===== src/hdl/qte_pkg.sv =====
// ----------------------------------------------------------------------------
// qte_pkg: shared constants, types and tables for the quaternion to Euler block
// Holds the arctangent table, the CORDIC cell word and the register map.
// ----------------------------------------------------------------------------
`default_nettype none
package qte_pkg;

  localparam int unsigned CordicSteps = 16;
  localparam int unsigned TableLen    = 24;
  localparam int unsigned RootSteps   = 18;

  // datapath widths
  localparam int unsigned MatW = 19;   // Q.15 matrix term, signed
  localparam int unsigned CorW = 22;   // CORDIC x/y, signed, headroom for gain
  localparam int unsigned AccW = 26;   // angle accumulator, 2^-16 degree
  localparam int unsigned SumW = 38;   // root operand
  localparam int unsigned ResW = 36;   // root result working width

  localparam logic signed [15:0] AngLimit = 16'sd23040;

  // register map
  localparam logic [0:0] RegGimbalThreshold = 1'b0;
  localparam logic [14:0] GimbalThresholdRst = 15'd33;

  typedef logic signed [AccW-1:0] acc_t;

  // one CORDIC lane word
  typedef struct packed {
    logic                   zero;   // zero vector, angle forced to 0
    logic signed [CorW-1:0] x;
    logic signed [CorW-1:0] y;
    acc_t                   acc;
  } cor_lane_t;

  // per item side data carried along the cell row
  typedef struct packed {
    logic              locked;
    logic signed [1:0] s_sign;   // -1, 0, +1
  } side_t;

  function automatic acc_t atan_entry(input int unsigned i);
    acc_t r;
    case (i)
      0: r = 26'sd2949120;  1: r = 26'sd1740967;  2: r = 26'sd919879;
      3: r = 26'sd466945;   4: r = 26'sd234379;   5: r = 26'sd117304;
      6: r = 26'sd58666;    7: r = 26'sd29335;    8: r = 26'sd14668;
      9: r = 26'sd7334;     10: r = 26'sd3667;    11: r = 26'sd1833;
      12: r = 26'sd917;     13: r = 26'sd458;     14: r = 26'sd229;
      15: r = 26'sd115;     16: r = 26'sd57;      17: r = 26'sd29;
      18: r = 26'sd14;      19: r = 26'sd7;       20: r = 26'sd4;
      21: r = 26'sd2;       22: r = 26'sd1;       default: r = '0;
    endcase
    return r;
  endfunction

endpackage
`default_nettype wire


===== src/hdl/qte_root_cell.sv =====
// ----------------------------------------------------------------------------
// qte_root_cell: one bit of the restoring integer square root, registered
// Carries remainder and partial root along the row.
// ----------------------------------------------------------------------------
`default_nettype none
module qte_root_cell #(
  parameter int unsigned Step = 0
) (
  input  wire                               clk_i,
  input  wire        [qte_pkg::SumW-1:0]    rem_i,
  input  wire        [qte_pkg::ResW-1:0]    res_i,
  output logic       [qte_pkg::SumW-1:0]    rem_o,
  output logic       [qte_pkg::ResW-1:0]    res_o
);

  localparam logic [qte_pkg::SumW-1:0] Bit = qte_pkg::SumW'(64'd1 << (34 - 2 * Step));

  logic [qte_pkg::SumW-1:0] trial;
  logic [qte_pkg::SumW-1:0] rem_d;
  logic [qte_pkg::ResW-1:0] res_d;

  // compare and subtract for this bit
  always_comb begin
    trial = qte_pkg::SumW'(res_i) + Bit;
    if (rem_i >= trial) begin
      rem_d = rem_i - trial;
      res_d = (res_i >> 1) + Bit[qte_pkg::ResW-1:0];
    end else begin
      rem_d = rem_i;
      res_d = res_i >> 1;
    end
  end

  always_ff @(posedge clk_i) begin
    rem_o <= rem_d;
    res_o <= res_d;
  end

endmodule
`default_nettype wire


===== config.mk =====
export PLATFORM = sky130hd
export DESIGN_NAME = qte_root_cell
export DESIGN_NICKNAME = d
export VERILOG_FILES = /design/src/hdl/qte_pkg.sv /design/src/hdl/qte_root_cell.sv
export SDC_FILE = /design/constraint.sdc
export NUM_CORES = 1
export LEC_CHECK = 0
export ABC_AREA = 1
export BUFFER_PORTS_ARGS = -buffer_cell sky130_fd_sc_hd__buf_2
export CAP_MARGIN = 20
export CORE_ASPECT_RATIO = 0.9
export CORE_MARGIN = 3
export CORE_UTILIZATION = 53
export DETAILED_ROUTE_END_ITERATION = 10
export PLACE_DENSITY_LB_ADDON = 0.2
export RECOVER_POWER = 50
export SLEW_MARGIN = 10
export SYNTH_ARGS = -nofsm -noshare
export SYNTH_HDL_FRONTEND = slang
export SYNTH_SLANG_ARGS = --single-unit
export TNS_END_PERCENT = 30

===== constraint.sdc =====
create_clock -name clk_i -period 2.6 [get_ports clk_i]
set_input_delay 0.13 -clock clk_i [delete_from_list [all_inputs] [get_ports clk_i]]
set_output_delay 0.13 -clock clk_i [all_outputs]
set_load 0.01 [all_outputs]

After elaboration in Yosys (flattened, before gate mapping)
Cells that the tools add are included.
Widths: inputs -> output; s select.

word-level totals
  word-level logic and storage cells = 9
  input port bits = 75
  output and inout port bits = 74
  flip-flop bits (word level) = 74

cells by class
  $lt $le $gt $ge = 1
  multiplexer cells = 2
  add/subtract/negate cells = 3

operator list
  cell                    number
  $ge 38x37->1            1
  $mux 38                 1
  $sub 38x37->38          1
  $add 36x35->37 const B  1
  $add 35x35->36 const B  1
  $mux 35                 1

Depth between registers and ports, before layout
  word-level depth = 3
  depth in mapped cells = 17
  gate-level depth less buffers = 15

Worst setup path after synthesis
OpenSTA, ideal clock, no wires.

  kind = input to register
  start point = input port res_i[34] in the netlist's numbering
  end point = register rem_o[10] in the netlist's numbering
  buffers on the path = 2
  setup slack = 0.744 ns
  arrival = 1.743 ns
  data required time = 2.488 ns
  stages = 14
  library setup time = 0.112 ns
  path through = ha_1 inv_1 ha_1 nand2_1 nor4_2 nand2_1 nand2_1 nor2_1 nand2_2 inv_2 buf_6 buf_6 nand2_1 nand2_1

between the ends
  longest elaborated chain between the ends = 3

ends and longest elaborated chain
  what                  RTL line             source
  start, declared       qte_root_cell.sv:11  input wire [qte_pkg::ResW-1:0] res_i,
  $add 36x35->37        qte_root_cell.sv:24  trial = qte_pkg::SumW'(res_i) + Bit;
  $ge 38x37->1          qte_root_cell.sv:25  if (rem_i >= trial) begin
  $mux 38               qte_root_cell.sv:25
  via rem_d, one bit    qte_root_cell.sv:19  logic [qte_pkg::SumW-1:0] rem_d;
  end signal, assigned  qte_root_cell.sv:35  rem_o <= rem_d;
  end, declared         qte_root_cell.sv:12  output logic [qte_pkg::SumW-1:0] rem_o,

The timed path passes the listed nets, and every way through them passes these cells.
A chain may end at the register's enable or synchronous reset.

Final worst setup path
  start point = input port res_i[16] in the netlist's numbering
  end point = register rem_o[25] in the netlist's numbering

between the ends
  longest elaborated chain between the ends = 3
  elaborated cells on any way between the ends = 4
  those cells by class = 2 x add/sub; 1 x order compare; 1 x mux

ends and longest elaborated chain
  what                                                   RTL line
  $add 36x35->37 *                                       qte_root_cell.sv:24
  $sub 38x37->38 / $ge 38x37->1 (equally long branches)  qte_root_cell.sv:26, qte_root_cell.sv:25
  $mux 38 *                                              qte_root_cell.sv:25
  via rem_d, one bit                                     qte_root_cell.sv:19

Mark *: on every way through the listed nets, which the timed path passes. The rest lies on a longest branch.

==> metrics.log <==
INFO  metric layout.core_utilization = 74.09%
INFO  metric layout_common_cells = sky130_fd_sc_hd__nand2_1 (351), sky130_fd_sc_hd__inv_1 (144), sky130_fd_sc_hd__buf_2 (83)
INFO  metric dp_worst_setup_slack = 0.1339 ns
INFO  metric p_sw_share = 32.29%
INFO  metric outcome = completed
INFO  metric worst-endpoint-arrival = 2.71 ns
INFO  metric floorplan.core_area = 9166 sq um
INFO  metric first_global_vias = 5548
INFO  metric ys_ff_latch = 74
INFO  metric synth_fp_nets = 949
INFO  metric place_congestion = 0.9236
INFO  metric antenna-diode-count = 0
INFO  metric global_route.overflow_total = 0
INFO  metric route.final.wire_length = 16150 um
INFO  metric hpwl = 11810 um
INFO  metric total_of_warnings_raised_by_yosys = 0
INFO  metric die_width = 108.8 um
INFO  metric clock_power_share = 33.7%
INFO  metric finish.net_count = 1171
INFO  metric p_total = 3.853 mW
INFO  metric initial_standard_cell_utilization_of_the_core = 54.97%
INFO  metric p_int = 2.609 mW
INFO  metric cp_max_fo = 23
INFO  metric num_rows = 33
INFO  metric timing.max_slew.rel_slack = 69.87%
INFO  metric synthCells = 835
INFO  metric cts_num_sinks = 74
INFO  metric grt_setup_unrepaired = no
INFO  metric layout.cells.non_filler = 1183
INFO  metric first_iter_violations = 286
INFO  metric vias = 5739
INFO  metric drt_pass1_iterations = 5
INFO  metric num_io_pins = 149
INFO  metric detail_route.wl_per_cell = 13.65 um
INFO  metric numPlacedInstances = 1100
INFO  metric cts.reportedPaths.clkPinSlew = 0.07 ns
INFO  metric setup-violations-final = 0
INFO  metric remaining_drc_errors = 0
INFO  metric critical-path-max-stage-delay = 0.56 ns
INFO  metric cts.path.max_buffers = 2
INFO  metric h_tree_depth = 3
INFO  metric totalNegativeSetupSlack = 0 ns
INFO  metric synth_unique_cells = 27
INFO  metric fin_crit_sh = 92.82%
INFO  metric die_area = 10710 sq um
INFO  metric most_frequent_standard_cell_in_the_layout_excluding_fill_and_tap_cells = sky130_fd_sc_hd__nand2_1
INFO  metric setup.worst_path.end_class = register
INFO  metric final_critical_path_setup_slack = 0.1867 ns
INFO  metric number_of_cts_inserted_buffers = 9
INFO  metric hold_violations = 0
INFO  metric seqPwrFrac = 34.5%
INFO  metric place.port_buffers = 148
INFO  metric grt_max_degree = 40
INFO  metric criticalPathCategory = input pin to register
INFO  metric compound_cell_area_share_of_the_yosys_netlist = 4.222%
INFO  metric grt_antenna_before_repair = 0
INFO  metric clock_tree_root_driver_cell = sky130_fd_sc_hd__clkbuf_8
INFO  metric max-cap-violations = 0
INFO  metric whs_path_depth = 3
INFO  metric power.density = 567.3 nW/um^2
INFO  metric final.hold.worst_slack = 0.006572 ns
INFO  metric worstPathCellList = dlygate4sd3_1 > buf_2 > inv_1 > ha_1 > nand2_1 > nor2_2 > nand2_1 > nor2_1 > inv_1 > nor2_1 > nor2_1 > nand2_2 > buf_6 > nand3_1 > nand2_1
INFO  metric timing.critical_path.slowest_stage_cell = sky130_fd_sc_hd__dlygate4sd3_1
INFO  metric comb_power_share = 31.8%
INFO  metric leakage = 3.835 nW
INFO  metric yosys.area_share.xor_xnor = 3.303%
INFO  metric worstMarginPinSlew = 0.4519 ns
INFO  metric route.detailed.vias_per_inst = 4.851
INFO  metric worstSetupStartpointType = input pin
INFO  metric first_pass_grt_wire_length = 25720 um
INFO  metric mappedNetlistArea = 5039 sq um
INFO  metric period_minus_slack = 2.413 ns
INFO  metric final_layout_size_suffix_gt1_share = 11.59%
INFO  metric synth_top_family_by_area = simple AND/OR/NAND/NOR gates
INFO  metric worst_ep_required_time = 2.89 ns
INFO  metric power.net_switching = 1.244 mW
INFO  metric synth.area.mux_share = 0%
INFO  metric y_dimension_of_the_die = 98.50 um
INFO  metric hp-class = input pin to register
INFO  metric synth_seq_area_share = 29.40%
INFO  metric placed_cell_area = 5893 sq um
INFO  metric area.growth.synth_to_final = 34.79%
INFO  metric synth-adder-area-share = 9.834%
INFO  metric synth_simple_gate_area_share = 40.48%
INFO  metric synthesis.area_per_instance = 6.034 sq um
INFO  metric drt.antenna.violating_nets = 0
INFO  metric finish.instance_area = 6792 sq um
INFO  metric globalRouteTotalUtil = 30.40%
INFO  metric tritoncts = done
INFO  metric fmaxAchievable = 414.4 MHz
INFO  metric worst_ir_drop_vdd = 385.3 uV
INFO  metric final_max_slew_viol_count = 0
## worst max-delay path, delay by kind of cell
kind / cells / cell delay [ns]
AND/OR/NAND/NOR: 9 / 1.19
buffers and inverters: 5 / 1.04
adder cells (fa/ha/maj): 1 / 0.33
## power by group through the flow
stage | clock network, mW | registers [mW] | logic (mW)
after floorplan | 0 | 1.44 | 0.653
after global placement | 0 | 1.35 | 1.13
after detailed placement | 0 | 1.35 | 1.14
after CTS | 1.32 | 1.32 | 1.22
after global routing | 1.36 | 1.34 | 1.37
final | 1.30 | 1.33 | 1.22
## path summary, 6_finish.rpt
path / from / endpoint
worst min-delay path: rem_i[25] / rem_o[25]
worst max-delay path: res_i[16] / rem_o[25]
## kinds of logic after synthesis
family	after synthesis
AND/OR/NAND/NOR	500
flip-flops	74
AO/OA/AOI/OAI	40
adder cells (fa/ha/maj)	39
XOR/XNOR	19
buffers and inverters	163
## synth_stat cells, drive strengths merged
library cell / instances / area, sq um
o21ai: 6 / 30.02
dfxtp: 74 / 1481
nor4: 1 / 12.51
fa: 1 / 20.02
ha: 38 / 475.5
xor2: 19 / 166.4
or2: 2 / 12.51
nand2: 353 / 1330
nor3: 9 / 50.05
nand4: 4 / 25.02
a21oi: 29 / 145.1
nor3b: 1 / 7.510
nand3b: 9 / 67.56
o21bai: 5 / 37.54
inv: 155 / 581.8
nor2: 72 / 275.3
buf: 8 / 61.31
nand3: 46 / 240.2
and2: 3 / 18.77
## layout make-up
class                           count  area, sq um
Multi-Input combinational cell    598         2919
Fill cell                         824         2375
Sequential cell                    74         1481
Timing Repair Buffer              219         1366
Inverter                          155        584.3
Tap cell                          122        152.6
Clock inverter                      5        150.1
Clock buffer                       10        137.6
## flip-flops by register name, summed over array words and instances, names as in the netlist
register	cells
rem_o	38
res_o	36
## routing by layer
metal / global-route usage [%] / wire length [um] / vias up
li1: - / - / 2957
met1: 40.19 / 7267 / 2534
met2: 49.74 / 7256 / 224
met3: 7.400 / 1361 / 24
met4: 7.670 / 267 / 0
met5: 0 / 0 / -
## timing repair
| item | 4_1_cts | 5_1_grt |
|---|---|---|
| hold buffers | 66 | 2 |
| buffers inserted | 0 | 0 |
| endpoints found under the setup margin | 0 | 38 |
| endpoints found under the hold margin | 66 | 2 |
| resized for setup | 0 | 4 |
Note: power is estimated with default switching activity, not from simulation.
