`config.mk`:
```
export PLATFORM = sky130hd
export DESIGN_NAME = qte_atan2
export DESIGN_NICKNAME = d
export VERILOG_FILES = /design/src/hdl/qte_pkg.sv /design/src/hdl/qte_cordic_cell.sv /design/src/hdl/qte_atan2.sv
export SDC_FILE = /design/constraint.sdc
export NUM_CORES = 2
export LEC_CHECK = 0
export ABC_AREA = 1
export BUFFER_PORTS_ARGS = -buffer_cell sky130_fd_sc_hd__buf_4
export CAP_MARGIN = 20
export CORE_AREA = 4 4 360 539
export DETAILED_ROUTE_END_ITERATION = 10
export DIE_AREA = 0 0 364 543
export SETUP_SLACK_MARGIN = 0.05
export SYNTH_ARGS = -nofsm -noshare
export SYNTH_HDL_FRONTEND = slang
export SYNTH_SLANG_ARGS = --single-unit
export TNS_END_PERCENT = 100
```
`constraint.sdc`:
```
create_clock -name clk_i -period 5.6 [get_ports clk_i]
set_input_delay 0.28 -clock clk_i [delete_from_list [all_inputs] [get_ports clk_i]]
set_output_delay 0.28 -clock clk_i [all_outputs]
set_load 0.005 [all_outputs]
```
`src/hdl/qte_pkg.sv`:
```
// ----------------------------------------------------------------------------
// qte_pkg: shared constants, types and tables for the quaternion to Euler block
// Holds the arctangent table, the CORDIC cell word and the register map.
// ----------------------------------------------------------------------------
`default_nettype none
package qte_pkg;

  localparam int unsigned CordicSteps = 16;
  localparam int unsigned TableLen    = 24;
  localparam int unsigned RootSteps   = 18;

  // datapath widths
  localparam int unsigned MatW = 19;   // Q.15 matrix term, signed
  localparam int unsigned CorW = 22;   // CORDIC x/y, signed, headroom for gain
  localparam int unsigned AccW = 26;   // angle accumulator, 2^-16 degree
  localparam int unsigned SumW = 38;   // root operand
  localparam int unsigned ResW = 36;   // root result working width

  localparam logic signed [15:0] AngLimit = 16'sd23040;

  // register map
  localparam logic [0:0] RegGimbalThreshold = 1'b0;
  localparam logic [14:0] GimbalThresholdRst = 15'd33;

  typedef logic signed [AccW-1:0] acc_t;

  // one CORDIC lane word
  typedef struct packed {
    logic                   zero;   // zero vector, angle forced to 0
    logic signed [CorW-1:0] x;
    logic signed [CorW-1:0] y;
    acc_t                   acc;
  } cor_lane_t;

  // per item side data carried along the cell row
  typedef struct packed {
    logic              locked;
    logic signed [1:0] s_sign;   // -1, 0, +1
  } side_t;

  function automatic acc_t atan_entry(input int unsigned i);
    acc_t r;
    case (i)
      0: r = 26'sd2949120;  1: r = 26'sd1740967;  2: r = 26'sd919879;
      3: r = 26'sd466945;   4: r = 26'sd234379;   5: r = 26'sd117304;
      6: r = 26'sd58666;    7: r = 26'sd29335;    8: r = 26'sd14668;
      9: r = 26'sd7334;     10: r = 26'sd3667;    11: r = 26'sd1833;
      12: r = 26'sd917;     13: r = 26'sd458;     14: r = 26'sd229;
      15: r = 26'sd115;     16: r = 26'sd57;      17: r = 26'sd29;
      18: r = 26'sd14;      19: r = 26'sd7;       20: r = 26'sd4;
      21: r = 26'sd2;       22: r = 26'sd1;       default: r = '0;
    endcase
    return r;
  endfunction

endpackage
`default_nettype wire

```
`src/hdl/qte_cordic_cell.sv`:
```
// ----------------------------------------------------------------------------
// qte_cordic_cell: one CORDIC vectoring micro-rotation, registered
// Turns the lane word one step toward y = 0 and hands it to the next cell.
// ----------------------------------------------------------------------------
`default_nettype none
module qte_cordic_cell #(
  parameter int unsigned Step = 0
) (
  input  wire                clk_i,
  input  qte_pkg::cor_lane_t lane_i,
  output qte_pkg::cor_lane_t lane_o
);

  qte_pkg::cor_lane_t lane_d, lane_q;
  logic signed [qte_pkg::CorW-1:0] dx, dy;

  // shifted cross terms and direction by sign of y
  always_comb begin
    dx = lane_i.y >>> Step;
    dy = lane_i.x >>> Step;
    lane_d = lane_i;
    if (!lane_i.y[qte_pkg::CorW-1]) begin
      lane_d.x   = lane_i.x + dx;
      lane_d.y   = lane_i.y - dy;
      lane_d.acc = lane_i.acc + qte_pkg::atan_entry(Step);
    end else begin
      lane_d.x   = lane_i.x - dx;
      lane_d.y   = lane_i.y + dy;
      lane_d.acc = lane_i.acc - qte_pkg::atan_entry(Step);
    end
  end

  always_ff @(posedge clk_i) begin
    lane_q <= lane_d;
  end

  assign lane_o = lane_q;

endmodule
`default_nettype wire

```
`src/hdl/qte_atan2.sv`:
```
// ----------------------------------------------------------------------------
// qte_atan2: pipelined atan2 as a row of CORDIC cells
// Quadrant fold, Steps cells (at most TableLen), then rounding to 1/128 degree.
// ----------------------------------------------------------------------------
`default_nettype none
module qte_atan2 #(
  parameter int unsigned Steps = qte_pkg::CordicSteps
) (
  input  wire                               clk_i,
  input  wire signed [qte_pkg::CorW-1:0]    y_i,
  input  wire signed [qte_pkg::CorW-1:0]    x_i,
  output logic signed [qte_pkg::AccW-1:0]   ang_o    // 1/128 degree, unsaturated
);

  localparam int unsigned NCells = (Steps < qte_pkg::TableLen) ? Steps : qte_pkg::TableLen;

  qte_pkg::cor_lane_t fold_d, fold_q;
  qte_pkg::cor_lane_t row [NCells+1];
  logic signed [qte_pkg::AccW-1:0] rnd;

  // quadrant fold into the right half plane
  always_comb begin
    fold_d.zero = (x_i == '0) && (y_i == '0);
    fold_d.x    = x_i;
    fold_d.y    = y_i;
    fold_d.acc  = '0;
    if (x_i[qte_pkg::CorW-1]) begin
      if (!y_i[qte_pkg::CorW-1]) begin
        fold_d.x   = y_i;
        fold_d.y   = -x_i;
        fold_d.acc = qte_pkg::AccW'(90 * 65536);
      end else begin
        fold_d.x   = -y_i;
        fold_d.y   = x_i;
        fold_d.acc = -qte_pkg::AccW'(90 * 65536);
      end
    end
  end

  always_ff @(posedge clk_i) begin
    fold_q <= fold_d;
  end

  assign row[0] = fold_q;

  // micro-rotation cells
  for (genvar g = 0; g < NCells; g++) begin : g_cell
    qte_cordic_cell #(.Step(g)) u_cell (
      .clk_i  (clk_i),
      .lane_i (row[g]),
      .lane_o (row[g+1])
    );
  end

  // round to 1/128 degree; a zero vector gives 0
  assign rnd = (row[NCells].acc + qte_pkg::AccW'(256)) >>> 9;

  always_ff @(posedge clk_i) begin
    ang_o <= row[NCells].zero ? '0 : rnd;
  end

endmodule
`default_nettype wire

```
======== Word level (Yosys, flattened, before mapping) ========
Cells that the tools add are included.
operators by class
  add/subtract/negate cells ............... 94
  multiplexer cells ....................... 18
  reduce and logical (&&, ||, !) cells .... 4
operators by type and width
  kind                                             number
  2-to-1 mux 70 bit                                15
  2-to-1 mux 69 bit                                2
  adder 26 x 10 -> 26 bit (second input constant)  2
  adder 22 x 10 -> 22 bit                          2
  adder 22 x 11 -> 22 bit                          2
  adder 22 x 12 -> 22 bit                          2
  adder 22 x 13 -> 22 bit                          2
  adder 22 x 14 -> 22 bit                          2
  adder 22 x 15 -> 22 bit                          2
  adder 22 x 16 -> 22 bit                          2
  adder 22 x 17 -> 22 bit                          2
  adder 22 x 18 -> 22 bit                          2
  adder 22 x 19 -> 22 bit                          2
  adder 22 x 20 -> 22 bit                          2
  adder 22 x 21 -> 22 bit                          2
  adder 22 x 8 -> 22 bit                           2
  adder 22 x 9 -> 22 bit                           2
  logical NOT 22 bit                               2
  negation 22 bit                                  2
  subtractor 22 x 10 -> 22 bit                     2
  subtractor 22 x 11 -> 22 bit                     2
  subtractor 22 x 12 -> 22 bit                     2
  subtractor 22 x 13 -> 22 bit                     2
  subtractor 22 x 14 -> 22 bit                     2
  other kinds (45)                                 55
storage, ports and cells
  register bits ........................... 1158
  bits of input ports ..................... 45
  output and inout bits ................... 26
  word-level logic and storage cells ...... 183

======== Logic depth before layout (Yosys ltp) ========
  word-level depth ........................ 3
  gate-level depth with buffers ........... 20
  mapped depth without buffers ............ 20

======== Modules after synthesis ========
From an unflattened synthesis, not the netlist that was laid out.
unflattened totals
  cells, all modules ...................... 18281
  area total of the unflattened synthesis .. 111484.4 um2
by module, submodules not included
  module                                instances  cells an instance  area each (um2)  sequential area each (um2)
  qte_cordic_cell at g_cell[1].u_cell   1          1181               7234.4           1421.4
  qte_cordic_cell at g_cell[6].u_cell   1          1184               7005.5           1421.4
  qte_cordic_cell at g_cell[3].u_cell   1          1137               6998.0           1421.4
  qte_cordic_cell at g_cell[2].u_cell   1          1158               6925.4           1421.4
  qte_cordic_cell at g_cell[9].u_cell   1          1156               6845.3           1421.4
  qte_cordic_cell at g_cell[4].u_cell   1          1130               6796.5           1421.4
  qte_cordic_cell at g_cell[7].u_cell   1          1100               6796.5           1421.4
  qte_cordic_cell at g_cell[8].u_cell   1          1140               6782.8           1421.4
  qte_cordic_cell at g_cell[13].u_cell  1          1165               6723.9           1421.4
  qte_cordic_cell at g_cell[5].u_cell   1          1109               6715.2           1421.4
  qte_cordic_cell at g_cell[0].u_cell   1          1034               6597.6           1401.3
  qte_cordic_cell at g_cell[14].u_cell  1          1050               6595.1           1421.4
  qte_cordic_cell at g_cell[11].u_cell  1          1075               6566.3           1421.4
  qte_cordic_cell at g_cell[10].u_cell  1          1072               6552.5           1421.4
  3 more rows                           --         --                 --               --

======== Least setup slack after synthesis ========
No wires, ideal clock.
  kind .................................... register to register
  from .................................... reg g_cell[2].u_cell.lane_q, in the netlist g_cell[2].u_cell.lane_o[47]
  to ...................................... reg g_cell[3].u_cell.lane_q, in the netlist g_cell[3].u_cell.lane_o[45]
  setup time .............................. 0.122 ns
  data arrival time ....................... 2.638 ns
  data required time ...................... 5.478 ns
  path slack .............................. 2.840 ns
  stages on the path, launching flop included .. 13
  buffers on the path ..................... 2
  period minus slack after synthesis ...... 2.760 ns
  cells stage by stage .................... dfxtp_1 buf_2 clkinv_1 buf_2 o21ai_1 xor2_1 inv_1 ha_1 a21o_1 or2_2 a21oi_1 nand3_1 xor2_1
RTL lines
  element                   RTL line               source
  start: declaration        qte_cordic_cell.sv:14  qte_pkg::cor_lane_t lane_d, lane_q;
  start signal: assignment  qte_cordic_cell.sv:34  lane_q <= lane_d;
  end signal: assignment    qte_cordic_cell.sv:34
  end: declaration          qte_cordic_cell.sv:14

==> results.toml <==
[sta]
fin_crit_sh = 0.674
worst_pin_slew_ns = 1.08
slew_violations = 0
setup_viol = 0
finalCriticalPeriod_ns = 3.77
fin_worst_skew_ns = 0.0251
clock.fmax_mhz = 265
hold_violations = 0
rsz0062_at_grt = "false"
worst_hold_slack_ns = 0.127
setup_tns_ns = 0
slew_headroom = 0.278

[cells_and_area]
fin_nets = 14600
multi_input_area_um2 = 60900
fillCellCount = 19300
seqCellArea_um2 = 20900
fin_util = 0.510
drive_gt1_frac = 0.0317
area_growth_syn_to_layout_pct = 9.00

[synth]
yosysWarnings = 0
yosysTopAreaCell = "dfxtp_1"
yosys-top-cells-count = "3262 x nand2_1, 1638 x inv_1, 1273 x nor2_1"
synth_top_flop_cell = "dfxtp_1"
syn_inst = 13300
yosysUniqueCellTypes = 62
syn_area_per_cell_um2 = 6.68
synth-edff-count = 0
synth_area_um2 = 88600
synthArstFlopShare = 0
synth_top_area_share = 0.236
synth.most_common_cell = "nand2_1"
synth_area_leaders = "dfxtp_1 24%, ha_1 15%, nand2_1 14%, xor2_1 8.0%, inv_1 6.9%"
ys_ff_latch = 1046
syn_nets = 14400
ys_seq_area_frac = 0.236

[setup_path]
reg2regPathDepth = 16
crit_fanout = 38
crit_start = "g_cell[2].u_cell.lane_o[47]"
worstReg2RegEnd = "g_cell[3].u_cell.lane_o[66]"
crit_slowest_cell = "clkinv_1"
rr_startpoint = "g_cell[2].u_cell.lane_o[47]"
crit_arrival_ns = 4.42
crit_family = "buffers and inverters"
worstPathCellList = "buf_4, clkinv_1, nand2_1, nand2_1, xor2_1, inv_1, ha_1, nand2_1, o21ai_0, inv_1, nand2_1, nand2_1, nand2_1, nand2_1, nand3_1, nand2_1"
worstSetupPathType = "reg -> reg"
critPathRequiredTime_ns = 6.24
cp_num_buf_inv = 4
start_kind = "register"
critical_path.endpoint = "g_cell[3].u_cell.lane_o[66]"
cp_slowest_stage_delay_ns = 0.89
end_kind = "register"
critical_path.most_common_cell = "nand2_1"
rrSetupSlack_ns = 1.83
critical_path_cell_count = 16

[routing]
ant_nets = 0
routedWlPerCell_um = 18.0
firstDrtPassIters = 7
first_iter_violations = 5135
wl_um = 289000
viasPerCell = 5.41
vias = 86700
drcViolationCount = 0

[placement]
gp_congestion = 1.00
post-dp-hpwl_um = 242000
io_buffers = 70

[global_route]
grt_overflow_total = 0
grt_pass1_vias = 86300
grt_pass1_wl_um = 452000
antenna_found_initial = 3
grt_max_degree = 52
grt_use_total = 0.284

[clock_tree]
clk_latency_ns = 0.75
cts-htree-levels = 3
cts_buffers = 114
postCtsSetupRepairBufs = 0
tritoncts = "yes"
cts.clk_slew.worst_paths_ns = 0.06
cts_root_buf = "clkbuf_16"
cts_buffer_depth = 3
post_cts_resized = 0
clock-sinks = 1046

[floorplan]
fp.dieW_um = 364
rows = 196
die_height_um = 543
dieArea_um2 = 198000
ioPinCount = 71
coreArea_um2 = 190000
start_util = 0.468

[status]
run_status = "completed"

[min_path]
holdCritPathClass = "in -> reg"

[run]
drv_cap = 0
-- metal layers --
layer	wire length (µm)	track usage	up-vias
li1	-	-	43900
met1	108000	0.293	39700
met2	149000	0.543	2191
met3	10200	0.0263	815
met4	21000	0.180	2
met5	13	0	-
-- timing repair --
action,CTS,global route
endpoints found under the setup margin,0,0
hold buffers,74,0
hold endpoints to repair,47,0
-- kinds of logic after synthesis --
logic type / after synthesis / share of synthesized area
and+or+nand+nor: 6103 / 0.288
AOI/OAI and AO/OA: 2216 / 0.138
buffers and inverters: 1751 / 0.0760
adders and majority gates: 1112 / 0.160
DFF: 1046 / 0.236
xor gates and xnor gates: 1029 / 0.102
-- cell type report --
type / count / area share
Antenna cell: 1 / 0.0000259
Inverter: 1649 / 0.0641
Clock inverter: 65 / 0.00864
Multi-Input combinational cell: 10500 / 0.631
Clock buffer: 146 / 0.0323
Timing Repair Buffer: 167 / 0.0151
Sequential cell: 1046 / 0.217
Tap cell: 2475 / 0.0321
-- per-stage QoR --
| step | instance area [µm²] | std cells | setup slack [ns] |
|---|---|---|---|
| floorplan | 88600 | 13300 | 2.84 |
| global placement | 91900 | 15700 | 1.92 |
| detailed placement | 91900 | 15700 | 1.90 |
| CTS | 96600 | 16000 | 1.89 |
| global route | 96600 | 16000 | 1.45 |
| finish | 96600 | 16000 | 1.83 |
-- worst min-delay path, delay by kind of cell --
kind | cells | cell delay, ns
compound gates | 1 | 0.20
buf+inv | 2 | 0.26
-- flip-flops by register name, summed over array words and instances, names as in the netlist --
signal                count
fold_q                   48
g_cell.u_cell.lane_o    981
ang_o                    17
-- how the worst min path moves through the flow --
| stage | from | end | depth (start not counted) |
|---|---|---|---|
| after global routing | y_i[19] | fold_q[45] | 3 |
| final | y_i[19] | fold_q[45] | 3 |
| after global placement | g_cell[12].u_cell.lane_o[70] | g_cell[13].u_cell.lane_o[70] | 0 |
| after CTS | y_i[19] | fold_q[45] | 3 |
| after detailed placement | g_cell[14].u_cell.lane_o[70] | g_cell[15].u_cell.lane_o[70] | 0 |
| after floorplan | x_i[21] | fold_q[17] | 0 |
-- cells in the final DEF, fill, tap and decap left out, drive strengths merged, types with 7 or more instances in the layout --
| cell type | n |
|---|---|
| nor2 | 1299 |
| inv | 1653 |
| and3 | 7 |
| buf | 93 |
| o31ai | 19 |
| nand3 | 863 |
| o211ai | 14 |
| a21o | 88 |
| and2 | 20 |
| clkinv | 34 |
| o21a | 39 |
| bufinv | 13 |
| o21bai | 124 |
| nand4 | 229 |
| a21boi | 47 |
| a211oi | 8 |
| ha | 1073 |
| dlygate4sd3 | 74 |
| clkbuf | 146 |
| a21oi | 1130 |
| nand3b | 27 |
| nand2 | 3275 |
| o21ai | 690 |
| xnor2 | 219 |
| nor4 | 45 |
| clkinvlp | 14 |
| or2 | 35 |
| a31oi | 44 |
| dfxtp | 1046 |
| nor3 | 299 |
| fa | 39 |
| xor2 | 810 |
Power is left out: the tool's default activity adds up to more than one toggle a clock period on the data nets, which glitch-free logic cannot reach.
